`src/sv/tdf_pkg.sv`:
```
// Shared constants and types of the trial division factorizer.
`timescale 1ns / 1ps
`default_nettype none
package tdf_pkg;

  // Bits of the input number that take part in factoring.
  localparam int unsigned NUM_BITS = 16;
  localparam int unsigned VAL_W    = NUM_BITS;
  // Room for the divisor squared, which may step just past the value range.
  localparam int unsigned SQ_W     = NUM_BITS + 2;
  // Bit counter of the serial divider, counting NUM_BITS-1 down to 0.
  localparam int unsigned CNT_W    = (NUM_BITS > 1) ? $clog2(NUM_BITS) : 1;

  // Width of the external number and factor ports.
  localparam int unsigned PORT_W   = 16;

  typedef enum logic [2:0] {
    S_IDLE,
    S_LEAD,
    S_CHECK,
    S_DIV,
    S_EMIT,
    S_TAIL
  } tdf_state_e;

endpackage
`default_nettype wire

```
`src/sv/tdf_div.sv`:
```
// Bit-serial restoring divider: one quotient bit per cycle.
`timescale 1ns / 1ps
`default_nettype none
module tdf_div
  import tdf_pkg::*;
(
  input  wire logic             clk_i,
  input  wire logic             rst_ni,
  input  wire logic             start_i,
  input  wire logic [VAL_W-1:0] dividend_i,
  input  wire logic [VAL_W-1:0] divisor_i,
  output logic                  done_o,
  output logic [VAL_W-1:0]      quot_o,
  output logic                  rem_zero_o
);

  logic             busy_q, busy_d;
  logic             done_q, done_d;
  logic [CNT_W-1:0] cnt_q, cnt_d;
  logic [VAL_W-1:0] acc_q, acc_d;
  logic [VAL_W-1:0] part_q, part_d;
  logic [VAL_W-1:0] dvs_q, dvs_d;

  logic [VAL_W:0]   trial;
  logic [VAL_W:0]   diff;
  logic             qbit;

  // Shift the next dividend bit into the partial remainder and try the subtract.
  assign trial = {part_q, acc_q[VAL_W-1]};
  assign diff  = trial - {1'b0, dvs_q};
  assign qbit  = (trial >= {1'b0, dvs_q});

  always_comb begin
    busy_d = busy_q;
    done_d = 1'b0;
    cnt_d  = cnt_q;
    acc_d  = acc_q;
    part_d = part_q;
    dvs_d  = dvs_q;
    if (start_i) begin
      busy_d = 1'b1;
      cnt_d  = CNT_W'(NUM_BITS - 1);
      acc_d  = dividend_i;
      part_d = '0;
      dvs_d  = divisor_i;
    end else if (busy_q) begin
      part_d = qbit ? diff[VAL_W-1:0] : trial[VAL_W-1:0];
      acc_d  = {acc_q[VAL_W-2:0], qbit};
      cnt_d  = cnt_q - CNT_W'(1);
      if (cnt_q == '0) begin
        busy_d = 1'b0;
        done_d = 1'b1;
      end
    end
  end

  always_ff @(posedge clk_i or negedge rst_ni) begin
    if (!rst_ni) begin
      busy_q <= 1'b0;
      done_q <= 1'b0;
    end else begin
      busy_q <= busy_d;
      done_q <= done_d;
    end
  end

  always_ff @(posedge clk_i) begin
    cnt_q  <= cnt_d;
    acc_q  <= acc_d;
    part_q <= part_d;
    dvs_q  <= dvs_d;
  end

  assign done_o     = done_q;
  assign quot_o     = acc_q;
  assign rem_zero_o = (part_q == '0);

`ifndef ASSERT_OFF
  a_start_idle: assert property (@(posedge clk_i) disable iff (!rst_ni)
    start_i |-> !busy_q)
    else $error("divider started while busy");

  a_done_after_busy: assert property (@(posedge clk_i) disable iff (!rst_ni)
    done_q |-> !busy_q && $past(busy_q))
    else $error("divider done without a finished pass");

  a_last_bit_done: assert property (@(posedge clk_i) disable iff (!rst_ni)
    busy_q && !start_i && (cnt_q == '0) |=> done_q)
    else $error("divider did not finish after its last bit");
`endif

endmodule
`default_nettype wire

```
`src/sv/trial_division_factorizer_top.sv`:
```
// Top level of the trial division factorizer.
`timescale 1ns / 1ps
`default_nettype none
// Takes one unsigned number per input word and returns its prime factorization as a run of
// output words: first the value 1, then each prime factor in ascending order, repeated as often
// as it divides the number, with last_o set on the final word of the run. An input of 1 gives
// the single word 1 (marked last); an input of 0 gives no output at all. Divisors are tried in
// ascending order from 2 while the divisor squared does not exceed what remains; a remainder
// above 1 at that point is itself prime and closes the run. Each trial goes through a
// bit-serial restoring divider that resolves one quotient bit per cycle. The worst case is a
// prime near 2^16, which tries about 255 divisors; small or smooth numbers finish far sooner.
// One number is worked on at a time: in_ready_o is high only while the sequencer is idle, but
// the final word of a run sits in an output register, so the next number is taken while that
// word still waits for out_ready_i.
module trial_division_factorizer_top
  import tdf_pkg::*;
(
  input  wire logic              clk_i,
  input  wire logic              rst_ni,
  input  wire logic              in_valid_i,
  output logic                   in_ready_o,
  input  wire logic [PORT_W-1:0] num_i,
  output logic                   out_valid_o,
  input  wire logic              out_ready_i,
  output logic [PORT_W-1:0]      factor_o,
  output logic                   last_o
);

  tdf_state_e       state_q, state_d;
  logic [VAL_W-1:0] rem_q, rem_d;    // part of the number not yet factored
  logic [VAL_W-1:0] dv_q, dv_d;      // divisor under trial
  logic [SQ_W-1:0]  sq_q, sq_d;      // dv_q squared, kept by running sums
  logic             out_valid_q, out_valid_d;
  logic [VAL_W-1:0] factor_q, factor_d;
  logic             last_q, last_d;

  logic             in_fire;
  logic             slot_free;
  logic [VAL_W-1:0] num_n;
  logic             sq_fits;
  logic             div_start;
  logic             div_done;
  logic [VAL_W-1:0] div_quot;
  logic             div_rem_zero;

  // Only the low NUM_BITS bits of the number take part.
  assign num_n     = VAL_W'(num_i);
  assign in_ready_o = (state_q == S_IDLE);
  assign in_fire   = in_valid_i && in_ready_o;
  // The output register can take a new word when empty or being drained now.
  assign slot_free = !out_valid_q || out_ready_i;
  assign sq_fits   = (sq_q <= SQ_W'(rem_q));
  assign div_start = (state_q == S_CHECK) && sq_fits;

  tdf_div u_div (
    .clk_i      (clk_i),
    .rst_ni     (rst_ni),
    .start_i    (div_start),
    .dividend_i (rem_q),
    .divisor_i  (dv_q),
    .done_o     (div_done),
    .quot_o     (div_quot),
    .rem_zero_o (div_rem_zero)
  );

  // Next state.
  always_comb begin
    state_d = state_q;
    unique case (state_q)
      S_IDLE: begin
        if (in_fire && (num_n != '0)) state_d = S_LEAD;
      end
      S_LEAD: begin
        if (slot_free) state_d = (rem_q == VAL_W'(1)) ? S_IDLE : S_CHECK;
      end
      S_CHECK: begin
        if (sq_fits)                     state_d = S_DIV;
        else if (rem_q > VAL_W'(1))      state_d = S_TAIL;
        else                             state_d = S_IDLE;
      end
      S_DIV: begin
        if (div_done) state_d = div_rem_zero ? S_EMIT : S_CHECK;
      end
      S_EMIT: begin
        if (slot_free) state_d = S_CHECK;
      end
      S_TAIL: begin
        if (slot_free) state_d = S_IDLE;
      end
      default: state_d = S_IDLE;
    endcase
  end

  // Datapath and output register updates.
  always_comb begin
    rem_d       = rem_q;
    dv_d        = dv_q;
    sq_d        = sq_q;
    factor_d    = factor_q;
    last_d      = last_q;
    // Drop the held word once taken.
    out_valid_d = out_valid_q && !out_ready_i;
    unique case (state_q)
      S_IDLE: begin
        if (in_fire) begin
          rem_d = num_n;
          dv_d  = VAL_W'(2);
          sq_d  = SQ_W'(4);
        end
      end
      S_LEAD: begin
        if (slot_free) begin
          out_valid_d = 1'b1;
          factor_d    = VAL_W'(1);
          last_d      = (rem_q == VAL_W'(1));
        end
      end
      S_CHECK: ;
      S_DIV: begin
        if (div_done) begin
          if (div_rem_zero) begin
            // Divisor divides: keep it, the quotient is what remains.
            rem_d = div_quot;
          end else begin
            // Advance the divisor; (d+1)^2 = d^2 + 2d + 1.
            dv_d = dv_q + VAL_W'(1);
            sq_d = sq_q + SQ_W'({dv_q, 1'b1});
          end
        end
      end
      S_EMIT: begin
        if (slot_free) begin
          out_valid_d = 1'b1;
          factor_d    = dv_q;
          last_d      = (rem_q == VAL_W'(1));
        end
      end
      S_TAIL: begin
        if (slot_free) begin
          out_valid_d = 1'b1;
          factor_d    = rem_q;
          last_d      = 1'b1;
        end
      end
      default: ;
    endcase
  end

  always_ff @(posedge clk_i or negedge rst_ni) begin
    if (!rst_ni) begin
      state_q     <= S_IDLE;
      out_valid_q <= 1'b0;
      rem_q       <= '0;
      dv_q        <= VAL_W'(2);
      sq_q        <= SQ_W'(4);
    end else begin
      state_q     <= state_d;
      out_valid_q <= out_valid_d;
      rem_q       <= rem_d;
      dv_q        <= dv_d;
      sq_q        <= sq_d;
    end
  end

  always_ff @(posedge clk_i) begin
    factor_q <= factor_d;
    last_q   <= last_d;
  end

  assign out_valid_o = out_valid_q;
  assign factor_o    = PORT_W'(factor_q);
  assign last_o      = last_q;

`ifndef ASSERT_OFF
  a_busy_rem_nonzero: assert property (@(posedge clk_i) disable iff (!rst_ni)
    (state_q != S_IDLE) |-> (rem_q != '0))
    else $error("remaining value is zero during a run");

  a_divisor_min: assert property (@(posedge clk_i) disable iff (!rst_ni)
    (state_q != S_IDLE) |-> (dv_q >= VAL_W'(2)))
    else $error("trial divisor below two");

  a_hit_emits: assert property (@(posedge clk_i) disable iff (!rst_ni)
    (state_q == S_DIV) && div_done && div_rem_zero |=> (state_q == S_EMIT))
    else $error("exact division not followed by a factor word");

  a_div_only_in_div: assert property (@(posedge clk_i) disable iff (!rst_ni)
    div_done |-> (state_q == S_DIV))
    else $error("divider finished outside a trial");
`endif

endmodule
`default_nettype wire

```
`config.mk`:
```
export PLATFORM = sky130hd
export DESIGN_NAME = trial_division_factorizer_top
export DESIGN_NICKNAME = d
export VERILOG_FILES = /design/src/sv/tdf_pkg.sv /design/src/sv/tdf_div.sv /design/src/sv/trial_division_factorizer_top.sv
export SDC_FILE = /design/constraint.sdc
export NUM_CORES = 1
export LEC_CHECK = 0
export ABC_CLOCK_PERIOD_IN_PS = 2600
export BUFFER_PORTS_ARGS = -buffer_cell sky130_fd_sc_hd__buf_2
export CAP_MARGIN = 20
export CORE_ASPECT_RATIO = 2
export CORE_UTILIZATION = 35
export DETAILED_ROUTE_END_ITERATION = 16
export SYNTH_ARGS = -nofsm -noshare
export SYNTH_HDL_FRONTEND = slang
export SYNTH_SLANG_ARGS = --single-unit
export TNS_END_PERCENT = 50
```
`constraint.sdc`:
```
create_clock -name clk_i -period 2.6 [get_ports clk_i]
set_input_delay 0.13 -clock clk_i [delete_from_list [all_inputs] [get_ports clk_i]]
set_output_delay 0.13 -clock clk_i [all_outputs]
set_load 0.005 [all_outputs]
```
==> results of run 1 <==
-- cell usage after synthesis, types with 9 or more instances --
cell                       instances
sky130_fd_sc_hd__nand4_1          10
sky130_fd_sc_hd__nand3_1          21
sky130_fd_sc_hd__xnor2_1          16
sky130_fd_sc_hd__nor3_1           14
sky130_fd_sc_hd__nand2_1          79
sky130_fd_sc_hd__clkbuf_1         21
sky130_fd_sc_hd__dfxtp_1          20
sky130_fd_sc_hd__mux2i_1          34
sky130_fd_sc_hd__a21oi_1          40
sky130_fd_sc_hd__o21a_1           10
sky130_fd_sc_hd__nor4_1           12
sky130_fd_sc_hd__ha_1             50
sky130_fd_sc_hd__nand2b_1          9
sky130_fd_sc_hd__xor2_1           23
sky130_fd_sc_hd__dfrtp_1          54
sky130_fd_sc_hd__a21o_1           18
sky130_fd_sc_hd__edfxtp_1         49
sky130_fd_sc_hd__nor2_1           59
sky130_fd_sc_hd__inv_1            45
sky130_fd_sc_hd__a211oi_1          9
sky130_fd_sc_hd__o21ai_0          52
sky130_fd_sc_hd__mux2_2           15
-- routing by layer --
layer / GRT usage, % / vias up
li1: - / 3032
met1: 18.95 / 3035
met2: 41.65 / 153
met3: 3.431 / 85
met4: 15.25 / 0
met5: 0 / -
-- state kept, by name, summed over array words and instances (netlist names) --
signal / count
dv_q: 16
out_valid_o: 1
sq_q: 18
u_div.part_q: 16
u_div.cnt_q: 4
u_div.done_o: 1
state_q: 3
factor_o: 16
rem_q: 16
u_div.dvs_q: 16
last_o: 1
u_div.busy_q: 1
u_div.quot_o: 16
-- stage by stage --
step / setup TNS (ps) / power (µW) / setup WS (ps) / hold slack (ps)
2_1_floorplan: 0 / 6803 / 13.05 / -165.6
3_3_place_gp: -100.9 / 9026 / -65.04 / 176.1
3_5_place_dp: -410.1 / 9057 / -122.5 / 175.8
4_1_cts: 0 / 11560 / 36.60 / 17.20
5_1_grt: -1453 / 12420 / -89.51 / 60.86
6_report: 0 / 11680 / 5.381 / 28.24
-- power by group through the flow --
stage / Sequential [µW] / Combinational, µW / Clock (µW)
global route: 3370 / 6570 / 2480
floorplan: 3240 / 3560 / 0
finish: 3290 / 6010 / 2380
global placement: 3320 / 5710 / 0
detailed placement: 3320 / 5740 / 0
CTS: 3290 / 5860 / 2410
-- worst min path at each step --
stage / startpoint / end / slack, ps / depth (start not counted)
floorplan: rst_ni / dv_q[0] / -170 / 0
global placement: rst_ni / sq_q[12] / 180 / 1
detailed placement: rst_ni / sq_q[12] / 180 / 1
CTS: num_i[0] / rem_q[0] / 20 / 3
global route: num_i[0] / rem_q[0] / 60 / 3
finish: num_i[0] / rem_q[0] / 30 / 3
-- cell families after synthesis --
| logic type | synth area share, % |
|---|---|
| AND/OR/NAND/NOR | 15.49 |
| multiplexers | 6.800 |
| AO/OA/AOI/OAI | 16.46 |
| flip-flops | 43.74 |
| buffers and inverters | 4.060 |
| adder cells (fa/ha/maj) | 8.889 |
| XOR/XNOR | 4.561 |
-- worst reg2reg max path: stages, from the launching register on --
cell,delay [ps]
sky130_fd_sc_hd__dfrtp_1,440
sky130_fd_sc_hd__ha_4,300
sky130_fd_sc_hd__nand4_1,130
sky130_fd_sc_hd__nor4_4,260
sky130_fd_sc_hd__nand4_1,190
sky130_fd_sc_hd__a31o_1,240
sky130_fd_sc_hd__a31oi_4,260
sky130_fd_sc_hd__buf_12,190
sky130_fd_sc_hd__mux2_2,340
-- area by class of cell --
type / count / area [µm²]
Clock buffer: 21 / 471.7
Timing Repair Buffer: 127 / 892.1
Sequential cell: 125 / 3277
Multi-Input combinational cell: 571 / 4028
Inverter: 46 / 172.7
Clock inverter: 11 / 116.4
Tap cell: 269 / 336.6
Fill cell: 2042 / 11730
-- repair_timing --
item / CTS / global route
setup endpoints to repair: 36 / 46
pin swaps: 2 / 5
hold endpoints to repair: 21 / 0
cloned: 1 / 1
hold buffers: 1 / 0
gates resized for setup: 4 / 15
buffers inserted: 0 / 7
==> results.rst, run 1 <==
.. list-table::
   :header-rows: 1

   * - Metric
     - Value
   * - Run status
     - finished, final reports clean
   * - Insertion delay of the later-clocked pin in the worst-skew pair
     - 420 ps
   * - Switching part of the total power
     - 40.07%
   * - Highest metal layer with signal wires
     - met4
   * - Count of boundary I/O pins
     - 39
   * - Wire length per cell
     - just under 20 µm
   * - Wire length reported by the detailed router
     - ~23000 µm
   * - Clock Sinks
     - 125
   * - Most used cells in the layout excluding fill and tap cells
     - sky130_fd_sc_hd__buf_4, sky130_fd_sc_hd__nand2_1, sky130_fd_sc_hd__nor2_1
   * - Met1 Wirelength
     - 7620 µm
   * - Required time at the endpoint of the critical path
     - between 2000 and 3000 ps
   * - Start point of the critical path
     - sq_q[15]
   * - First-pass GRT wire length
     - roughly 35000 µm
   * - Cell total after placement
     - 1128
   * - Post-synthesis instance area
     - 7488 µm²
   * - Worst reg2reg path endpoint
     - u_div.quot_o[6]
   * - Post-DP HPWL
     - 17830 µm
   * - Delay of the slowest critical-path stage
     - 440 ps
   * - Critical Path End Type
     - flop
   * - Total clock buffers created by CTS
     - 17
   * - Top cell by count, worst path
     - sky130_fd_sc_hd__nand4_1
   * - End of the critical path
     - u_div.quot_o[6]
   * - Max stage delay cell, worst path
     - sky130_fd_sc_hd__dfrtp_1
   * - Most common cell after layout, fill and taps aside
     - sky130_fd_sc_hd__buf_4
   * - DRC Markers
     - 0
   * - Type of the tightest min-delay check
     - input pin to flop
   * - Crit-path leading delay family
     - simple AND/OR/NAND/NOR gates
   * - Nets
     - 960
   * - Maximum buffer depth of the clock tree
     - 2
   * - RSZ-0062 raised after global routing
     - yes
   * - Maximum level of the CTS H-tree
     - 4
   * - Share of post-route cells with drive strength above 1
     - between 20 and 25%
   * - Wire length on met3
     - about 560 µm
   * - Count of flip-flops with a built-in enable after synthesis
     - 49
   * - Core Footprint
     - 21020 µm²
   * - Number of antenna violations at the first check in global routing
     - 0
   * - Final count of hold timing violations
     - 0
   * - Vias in the first global route
     - between 6000 and 7000
   * - Utilization after layout
     - between 40% and 50%
   * - Clock tree from TritonCTS
     - yes
   * - Final slew viol count
     - 0
   * - Arrival time reported for the critical path endpoint
     - 2760 ps
   * - Slew Limit Headroom
     - 57.61%
   * - Transition time at the pin with the least slew margin
     - 635.8 ps
   * - Worst IR drop on VDD
     - 0.4761 mV
   * - Number of DRC violations after detailed-routing iteration 0
     - 378
   * - Maximum frequency from static timing analysis
     - between 0.3 and 0.4 GHz
   * - Share of total power in the clock network
     - 20.4%
   * - Share of flip-flops with an asynchronous set or reset
     - 44.80%
   * - Launching element type of the critical path
     - flop
   * - Fin crit share
     - 99.79%
   * - Final setup violating endpoints
     - 0
   * - Area share of the largest cell type after synthesis
     - 19.65%
   * - Total routing resource utilization after global routing
     - 21.23%
   * - Cell taking the most area after synthesis
     - sky130_fd_sc_hd__edfxtp_1
   * - Static leakage
     - 0.004229 µW
   * - Path length in cells of the critical path
     - 8
   * - Worst Reg-to-Reg Cells
     - 8
   * - Register share of total power
     - 28.2%
   * - Area growth, synth to finish
     - 24.11%
   * - Fraction of the yosys area taken by sequential cells
     - between 40% and 50%
   * - Antenna fix cells
     - 0
   * - Most area-consuming cells after synthesis
     - sky130_fd_sc_hd__edfxtp_1, sky130_fd_sc_hd__dfrtp_1, sky130_fd_sc_hd__ha_1
   * - Post-route ant nets
     - 0
   * - Internal power
     - between 6000 and 7000 µW
   * - Finished Layout Cells
     - 1170
   * - Die Y
     - 208.9 µm
   * - RD Place Congestion
     - 0.8916
   * - Yosys reg bits
     - approximately 130
   * - Max Clock Skew
     - 8.652 ps
   * - Clk pin slew, worst setup/hold paths
     - 60 ps
   * - Category of the critical setup timing path
     - flop to flop
   * - Cell Area, Placed
     - 8517 µm²
   * - Post-synth net total
     - 842
   * - Buffers and inverters on the worst path
     - 1
   * - Total global routing overflow
     - 0
   * - Met2 wire length
     - 13060 µm
   * - Initial Utilization
     - between 30% and 40%
   * - Number of detailed-route iterations in the first pass
     - 4
   * - Synthesized area per cell
     - 9.725 µm²
   * - Maximum fanout along the worst path
     - 14
   * - Final min period
     - around 2600 ps
   * - Count of buffers from port buffering
     - 38
   * - Cells along the critical path
     - ha_4 -> nand4_1 -> nor4_4 -> nand4_1 -> a31o_1 -> a31oi_4 -> buf_12 -> mux2_2
   * - Cell count after synthesis
     - 770
   * - Number of warnings issued by yosys
     - 0
   * - Final non-filler cell area
     - slightly above 9000 µm²
   * - Total vias in the final route
     - 6305
   * - Post-synth cell types
     - 67
   * - Via-per-instance ratio
     - 5.389
   * - Largest net degree at the start of global routing
     - 34
   * - Number of max-cap violations
     - 0
   * - Sw Pwr
     - 4679 µW
   * - Power share of the combinational group
     - 51.5%
   * - Register-to-register setup slack
     - 5 ps
   * - Worst R2R Start
     - sq_q[15]
   * - Die area
     - 22020 µm²
   * - Number of placement rows
     - between 70 and 80
   * - Clock root buffer
     - sky130_fd_sc_hd__clkbuf_16
   * - Die X-Extent
     - 105.4 µm
   * - Most frequently used flop master after synthesis
     - sky130_fd_sc_hd__dfrtp_1
   * - Power Density
     - 1256 nW/µm²
No activity file was read; power rests on OpenSTA's default activity.
==> run 2: changes to the inputs <==
==> constraint.sdc (replaced) <==
create_clock -name clk_i -period 2.6 [get_ports clk_i]
set_input_delay 0.78 -clock clk_i [delete_from_list [all_inputs] [get_ports clk_i]]
set_output_delay 0.78 -clock clk_i [all_outputs]
set_load 0.005 [all_outputs]
==> results.rst, run 2 (synthesized netlist as in run 1, its figures left out) <==
.. list-table::
   :header-rows: 1

   * - Metric
     - Value
   * - RD Place Congestion
     - 0.9502 (+6.6%)
   * - Final setup violating endpoints
     - 5 (+5)
   * - Maximum fanout along the worst path
     - 5 (-9)
   * - Maximum buffer depth of the clock tree
     - 2 (unchanged)
   * - RSZ-0062 raised after global routing
     - yes
   * - Delay of the slowest critical-path stage
     - 420 ps (-20 ps)
   * - Final non-filler cell area
     - 9480 µm² (+2.0%)
   * - Worst reg2reg path endpoint
     - u_div.quot_o[13]
   * - Share of post-route cells with drive strength above 1
     - 24.24% (+1.9 points)
   * - Post-route ant nets
     - 0 (unchanged)
   * - Total routing resource utilization after global routing
     - 22.01% (+0.79 points)
   * - Type of the tightest min-delay check
     - input pin to async pin
   * - Total clock buffers created by CTS
     - 17 (unchanged)
   * - Worst R2R Start
     - rem_q[13]
   * - Max Clock Skew
     - 7.728 ps (-0.9233 ps)
   * - Switching part of the total power
     - 39.86% (-0.21 points)
   * - Most common cell after layout, fill and taps aside
     - sky130_fd_sc_hd__buf_4
   * - Multi-input logic area
     - 4091 µm² (+1.6%)
   * - Violated checks
     - negative setup slack
   * - Area taken by flip-flops and latches
     - 3276 µm² (about the same)
   * - Wire length reported by the detailed router
     - 23260 µm (+2.0%)
   * - Number of DRC violations after detailed-routing iteration 0
     - 289 (-24%)
   * - Clock root buffer
     - sky130_fd_sc_hd__clkbuf_16
   * - Via-per-instance ratio
     - 5.377 (-0.22%)
   * - DRC Markers
     - 0 (unchanged)
   * - Nets
     - 975 (+1.6%)
   * - Launching element type of the critical path
     - flop
   * - Static leakage
     - 0.004322 µW (+2.2%)
   * - Internal power
     - 7275 µW (+4.0%)
   * - Arrival time reported for the critical path endpoint
     - 2790 ps (+30 ps)
   * - Register share of total power
     - 27.3% (-0.9 points)
   * - Die Y
     - 208.9 µm (unchanged)
   * - Number of detailed-route iterations in the first pass
     - 5 (+1)
   * - Power Density
     - 1276 nW/µm² (+1.5%)
   * - Most flop-heavy register
     - sq_q
   * - Clock Sinks
     - 125 (unchanged)
   * - First-pass GRT wire length
     - 36150 µm (+4.1%)
   * - Register-to-register setup slack
     - -20 ps (-20 ps)
   * - Final Power
     - 12100 µW (+3.6%)
   * - Number of placement rows
     - 75 (unchanged)
   * - Final count of hold timing violations
     - 0 (unchanged)
   * - Worst Reg-to-Reg Cells
     - 10 (+2)
   * - Most used cells in the layout excluding fill and tap cells
     - sky130_fd_sc_hd__buf_4, sky130_fd_sc_hd__nand2_1, sky130_fd_sc_hd__nor2_1
   * - Count of boundary I/O pins
     - 39 (unchanged)
   * - Count of buffers from port buffering
     - 38 (unchanged)
   * - Top cell by count, worst path
     - sky130_fd_sc_hd__nand4_1
   * - Clk pin slew, worst setup/hold paths
     - 60 ps (about the same)
   * - Share of total power in the clock network
     - 19.7% (-0.7 points)
   * - Die X-Extent
     - 105.4 µm (unchanged)
   * - Post-DP HPWL
     - 18260 µm (+2.4%)
   * - Total global routing overflow
     - 0 (unchanged)
   * - Category of the critical setup timing path
     - flop to flop
   * - Insertion delay of the later-clocked pin in the worst-skew pair
     - 430 ps (about the same)
   * - Wire length per cell
     - 19.62 µm (+0.67%)
   * - Post-layout worst setup margin
     - -18.60 ps (-23.98 ps)
   * - Maximum level of the CTS H-tree
     - 4 (unchanged)
   * - Worst IR drop on VDD
     - 0.4832 mV (+1.5%)
   * - Dpl ws
     - -71.38 ps (+51.10 ps)
   * - Die area
     - 22020 µm² (unchanged)
   * - Fin crit share
     - 100.7% (+0.92 points)
   * - Power share of the combinational group
     - 53.1% (+1.6 points)
   * - Critical Path End Type
     - flop
   * - Number of antenna violations at the first check in global routing
     - 0 (unchanged)
   * - Fill cell total of the finished layout
     - 2022 (-0.98%)
   * - Required time at the endpoint of the critical path
     - 2770 ps (about the same)
   * - Cell Area, Placed
     - 8645 µm² (+1.5%)
   * - Total vias in the final route
     - 6372 (+1.1%)
   * - Crit-path leading delay family
     - simple AND/OR/NAND/NOR gates
   * - Vias in the first global route
     - 6727 (+3.1%)
   * - Buffers and inverters on the worst path
     - 3 (+2)
   * - Transition time at the pin with the least slew margin
     - 669.3 ps (+33.49 ps)
   * - Final slew viol count
     - 0 (unchanged)
   * - Initial Utilization
     - 35.63% (unchanged)
   * - Flip-flop count of the largest register after layout
     - 18 (unchanged)
   * - Slew Limit Headroom
     - 55.38% (-2.2 points)
   * - Run status
     - finished with violations
   * - Number of max-cap violations
     - 0 (unchanged)
   * - Maximum frequency from static timing analysis
     - 0.3819 GHz (-0.92%)
   * - Cells along the critical path
     - inv_2 -> ha_4 -> nand4_1 -> nor4_4 -> nand4_1 -> a31o_1 -> a31oi_4 -> buf_8 -> buf_12 -> mux2_4
   * - Clock tree from TritonCTS
     - yes
   * - Final min period
     - 2619 ps (+23.98 ps)
   * - Sw Pwr
     - 4821 µW (+3.0%)
   * - Max stage delay cell, worst path
     - sky130_fd_sc_hd__dfrtp_1
   * - Antenna fix cells
     - 0 (unchanged)
   * - Core Footprint
     - 21020 µm² (unchanged)
   * - Largest net degree at the start of global routing
     - 35 (+2.9%)
   * - Area growth, synth to finish
     - 26.60%
## run 2: changes by cell type in the layout (fill, tap and decap cells not counted), sizes merged
cell         delta
clkinvlp        +1
bufinv          +1
dlygate4sd3     -1
buf            +18
clkinv          +1
clkbuf          -5
## run 2: metal layers
metal	vias up	part of all wire (%)	track usage, %
li1	3059	-	-
met1	3083	34	19.47
met2	154	57	43.56
met3	76	2.6	3.556
met4	0	6.9	15.49
met5	-	0	0
## run 2: timing repair
| action | in CTS | in global routing |
|---|---|---|
| gates cloned | 1 | 0 |
| resized for setup | 2 | 40 |
| hold buffers | 0 | 0 |
| endpoints found under the setup margin | 28 | 68 |
| pin swaps | 1 | 8 |
| buffers inserted | 0 | 7 |
## run 2: worst max-delay path by stage
stage,slack (ps),end,cells past startpoint,start
global route,-130,u_div.quot_o[13],10,rem_q[13]
CTS,-30,u_div.quot_o[13],9,rem_q[13]
detailed placement,-70,u_div.part_q[12],11,u_div.quot_o[15]
global placement,-50,u_div.part_q[12],11,u_div.quot_o[15]
floorplan,10,u_div.quot_o[10],9,rem_q[13]
finish,-20,u_div.quot_o[13],10,rem_q[13]
## run 2: power by group through the flow
| stage | clock, µW | combinational, µW | sequential (µW) |
|---|---|---|---|
| global route | 2490 | 6980 | 3360 |
| finish | 2380 | 6420 | 3300 |
| floorplan | 0 | 3560 | 3240 |
| detailed placement | 0 | 5970 | 3310 |
| CTS | 2400 | 6060 | 3280 |
| global placement | 0 | 5930 | 3320 |
## run 2: final cells by class
class / count / area share (%)
Tap cell: 269 / 3.550
Inverter: 46 / 1.821
Multi-Input combinational cell: 571 / 43.16
Clock inverter: 14 / 1.610
Sequential cell: 125 / 34.55
Clock buffer: 18 / 4.527
Timing Repair Buffer: 142 / 10.78
## run 2: worst reg2reg max path: stages, from the launching register on
cell,delay (ps)
sky130_fd_sc_hd__dfrtp_1,420
sky130_fd_sc_hd__inv_2,70
sky130_fd_sc_hd__ha_4,270
sky130_fd_sc_hd__nand4_1,130
sky130_fd_sc_hd__nor4_4,310
sky130_fd_sc_hd__nand4_1,170
sky130_fd_sc_hd__a31o_1,230
sky130_fd_sc_hd__a31oi_4,210
sky130_fd_sc_hd__buf_8,150
sky130_fd_sc_hd__buf_12,120
sky130_fd_sc_hd__mux2_4,300
## run 2: metrics by stage
stage | hold WS [ps] | instances | setup TNS, ps | utilization (%)
CTS | 351.0 | 1178 | -125.2 | 43.98
finish | 343.1 | 1185 | -60.90 | 45.10
global route | 366.5 | 1185 | -2832 | 45.10
floorplan | 469.7 | 770 | 0 | -
detailed placement | 494.5 | 1145 | -161.8 | 41.13
global placement | 490.8 | 1145 | -53.05 | 41.13
==> run 3: changes to the inputs <==
--- a/config.mk
+++ b/config.mk
@@ -9,6 +9,7 @@
 export BUFFER_PORTS_ARGS = -buffer_cell sky130_fd_sc_hd__buf_2
 export CAP_MARGIN = 20
 export CORE_ASPECT_RATIO = 2
+export CORE_MARGIN = 5
 export CORE_UTILIZATION = 35
 export DETAILED_ROUTE_END_ITERATION = 16
 export SYNTH_ARGS = -nofsm -noshare
==> results.rst, run 3 (synthesized netlist as in run 1, its figures left out) <==
.. list-table::
   :header-rows: 1

   * - Metric
     - Value
   * - Most used cells in the layout excluding fill and tap cells
     - sky130_fd_sc_hd__buf_4, sky130_fd_sc_hd__nand2_1, sky130_fd_sc_hd__nor2_1
   * - Final slew viol count
     - 0 (unchanged)
   * - Worst hold slack
     - 197.2 ps (-145.9 ps)
   * - Largest net degree at the start of global routing
     - 51 (+46%)
   * - Number of DRC violations after detailed-routing iteration 0
     - 392 (+36%)
   * - Most flop-heavy register
     - sq_q
   * - Insertion delay of the later-clocked pin in the worst-skew pair
     - 420 ps (about the same)
   * - Vias in the first global route
     - 6897 (+2.5%)
   * - Flip-flop count of the largest register after layout
     - 18 (unchanged)
   * - Number of detailed-route iterations in the first pass
     - 4 (-1)
   * - Required time at the endpoint of the critical path
     - 2770 ps (about the same)
   * - Post-route ant nets
     - 0 (unchanged)
   * - Total routing resource utilization after global routing
     - 19.31% (-2.7 points)
   * - Nets
     - 966 (-0.92%)
   * - DRC Markers
     - 0 (unchanged)
   * - Maximum frequency from static timing analysis
     - 0.3837 GHz (+0.47%)
   * - Power Density
     - 1271 nW/µm² (-0.38%)
   * - Total global routing overflow
     - 0 (unchanged)
   * - Initial Utilization
     - 35.63% (unchanged)
   * - Max Clock Skew
     - 7.885 ps (+0.1566 ps)
   * - Slew Limit Headroom
     - 56.90% (+1.5 points)
   * - Category of the critical setup timing path
     - flop to flop
   * - RSZ-0062 raised after global routing
     - yes
   * - Clock tree from TritonCTS
     - yes
   * - Count of boundary I/O pins
     - 39 (unchanged)
   * - Wire length per cell
     - 19.81 µm (+0.93%)
   * - Final non-filler cell area
     - 9394 µm² (-0.91%)
   * - Dpl ws
     - -67.81 ps (+3.563 ps)
   * - Area growth, synth to finish
     - 25.45%
   * - Maximum fanout along the worst path
     - 14 (+9)
   * - Utilization after layout
     - 44.69% (-0.41 points)
   * - Antenna fix cells
     - 0 (unchanged)
   * - Post-layout worst setup margin
     - -6.406 ps (+12.20 ps)
   * - Post-DP HPWL
     - 18430 µm (+0.92%)
   * - Type of the tightest min-delay check
     - input pin to async pin
   * - Final count of hold timing violations
     - 0 (unchanged)
   * - Die X-Extent
     - 113.4 µm (+7.6%)
   * - Total vias in the final route
     - 6349 (-0.36%)
   * - Via-per-instance ratio
     - 5.399 (+0.40%)
   * - Cell Area, Placed
     - 8594 µm² (-0.58%)
   * - Final min period
     - 2606 ps (-12.20 ps)
   * - Fin crit share
     - 100.2% (-0.47 points)
   * - First-pass GRT wire length
     - 36560 µm (+1.1%)
   * - Run status
     - finished with violations
   * - Share of post-route cells with drive strength above 1
     - 23.93% (-0.31 points)
   * - Total clock buffers created by CTS
     - 17 (unchanged)
   * - Count of buffers from port buffering
     - 38 (unchanged)
   * - Launching element type of the critical path
     - flop
   * - Violated checks
     - negative setup slack
   * - Maximum level of the CTS H-tree
     - 4 (unchanged)
   * - Number of placement rows
     - 75 (unchanged)
   * - Number of max-cap violations
     - 0 (unchanged)
   * - Die area
     - 24600 µm² (+12%)
   * - Arrival time reported for the critical path endpoint
     - 2780 ps (about the same)
   * - Clk pin slew, worst setup/hold paths
     - 60 ps (about the same)
   * - Wire length reported by the detailed router
     - 23290 µm (+0.16%)
   * - Die Y
     - 216.9 µm (+3.8%)
   * - Clock Sinks
     - 125 (unchanged)
   * - Most common cell after layout, fill and taps aside
     - sky130_fd_sc_hd__buf_4
   * - Clock root buffer
     - sky130_fd_sc_hd__clkbuf_16
   * - Number of antenna violations at the first check in global routing
     - 0 (unchanged)
   * - RD Place Congestion
     - 0.8828 (-7.1%)
   * - Core Footprint
     - 21020 µm² (unchanged)
   * - Critical Path End Type
     - flop
   * - Transition time at the pin with the least slew margin
     - 646.5 ps (-22.76 ps)
   * - Worst IR drop on VDD
     - 0.5072 mV (+5.0%)
   * - Maximum buffer depth of the clock tree
     - 2 (unchanged)
   * - Final setup violating endpoints
     - 7 (+2)
   * - Static leakage
     - 0.004255 µW (-1.5%)
[run 3: cell types whose count changed in the layout (fill, tap and decap cells not counted), moves of 3 or more]
cell	change
sky130_fd_sc_hd__buf_4	-6
sky130_fd_sc_hd__buf_6	-3
sky130_fd_sc_hd__clkinv_1	-3
sky130_fd_sc_hd__clkinv_2	-3
sky130_fd_sc_hd__inv_6	+4
sky130_fd_sc_hd__mux2_2	+5
sky130_fd_sc_hd__mux2_4	-5
[run 3: through the flow]
step                      power (µW)  TNS, ps  std cells
after floorplan                 6803        0        770
after global placement          9190   -89.51       1135
after detailed placement        9239   -308.6       1135
after CTS                      11680        0       1168
after global routing           12640    -3080       1176
final                          11940   -20.50       1176
[run 3: final timing paths]
path,start,endpoint,slack [ps],cells after the start
worst max register to register,rem_q[13],u_div.quot_o[15],-6,9
min in group clk_i,u_div.cnt_q[3],u_div.cnt_q[3],510,2
max in group asynchronous,rst_ni,sq_q[2],1800,2
worst min-delay path,rst_ni,sq_q[12],200,1
worst min register to register,u_div.cnt_q[3],u_div.cnt_q[3],510,2
worst max-delay path,rem_q[13],u_div.quot_o[15],-6,9
[run 3: layout make-up]
type	count	area, µm²
fill	2066	11630
multi-input combinational	571	4061
sequential	125	3276
timing repair buffer	133	958.4
clock buffer	17	425.4
tap	269	336.6
inverter	46	172.7
clock inverter	15	163.9
[run 3: where the power goes]
group          internal (µW)  switching [µW]
Clock                   1420             957
Combinational           2820            3400
Sequential              2860             482
[run 3: worst max-delay path, stage by stage (launching register included)]
cell,delay [ps]
sky130_fd_sc_hd__dfrtp_1,420
sky130_fd_sc_hd__inv_2,70
sky130_fd_sc_hd__ha_4,260
sky130_fd_sc_hd__nand4_1,140
sky130_fd_sc_hd__nor4_4,230
sky130_fd_sc_hd__nand4_1,170
sky130_fd_sc_hd__a31o_1,250
sky130_fd_sc_hd__a31oi_4,270
sky130_fd_sc_hd__buf_12,200
sky130_fd_sc_hd__mux2_2,340
[run 3: what timing repair did]
item,4_1_cts,5_1_grt
gates resized for setup,1,26
endpoints found under the setup margin,24,67
hold buffers,0,0
buffers inserted,0,7
cloned,1,1
pin swaps,1,8
[run 3: per-layer routing]
layer	share of wire, %	track usage, %
met1	34	17.56
met5	0	0
met2	56	36.76
met4	8.2	15.52
met3	2.3	2.779
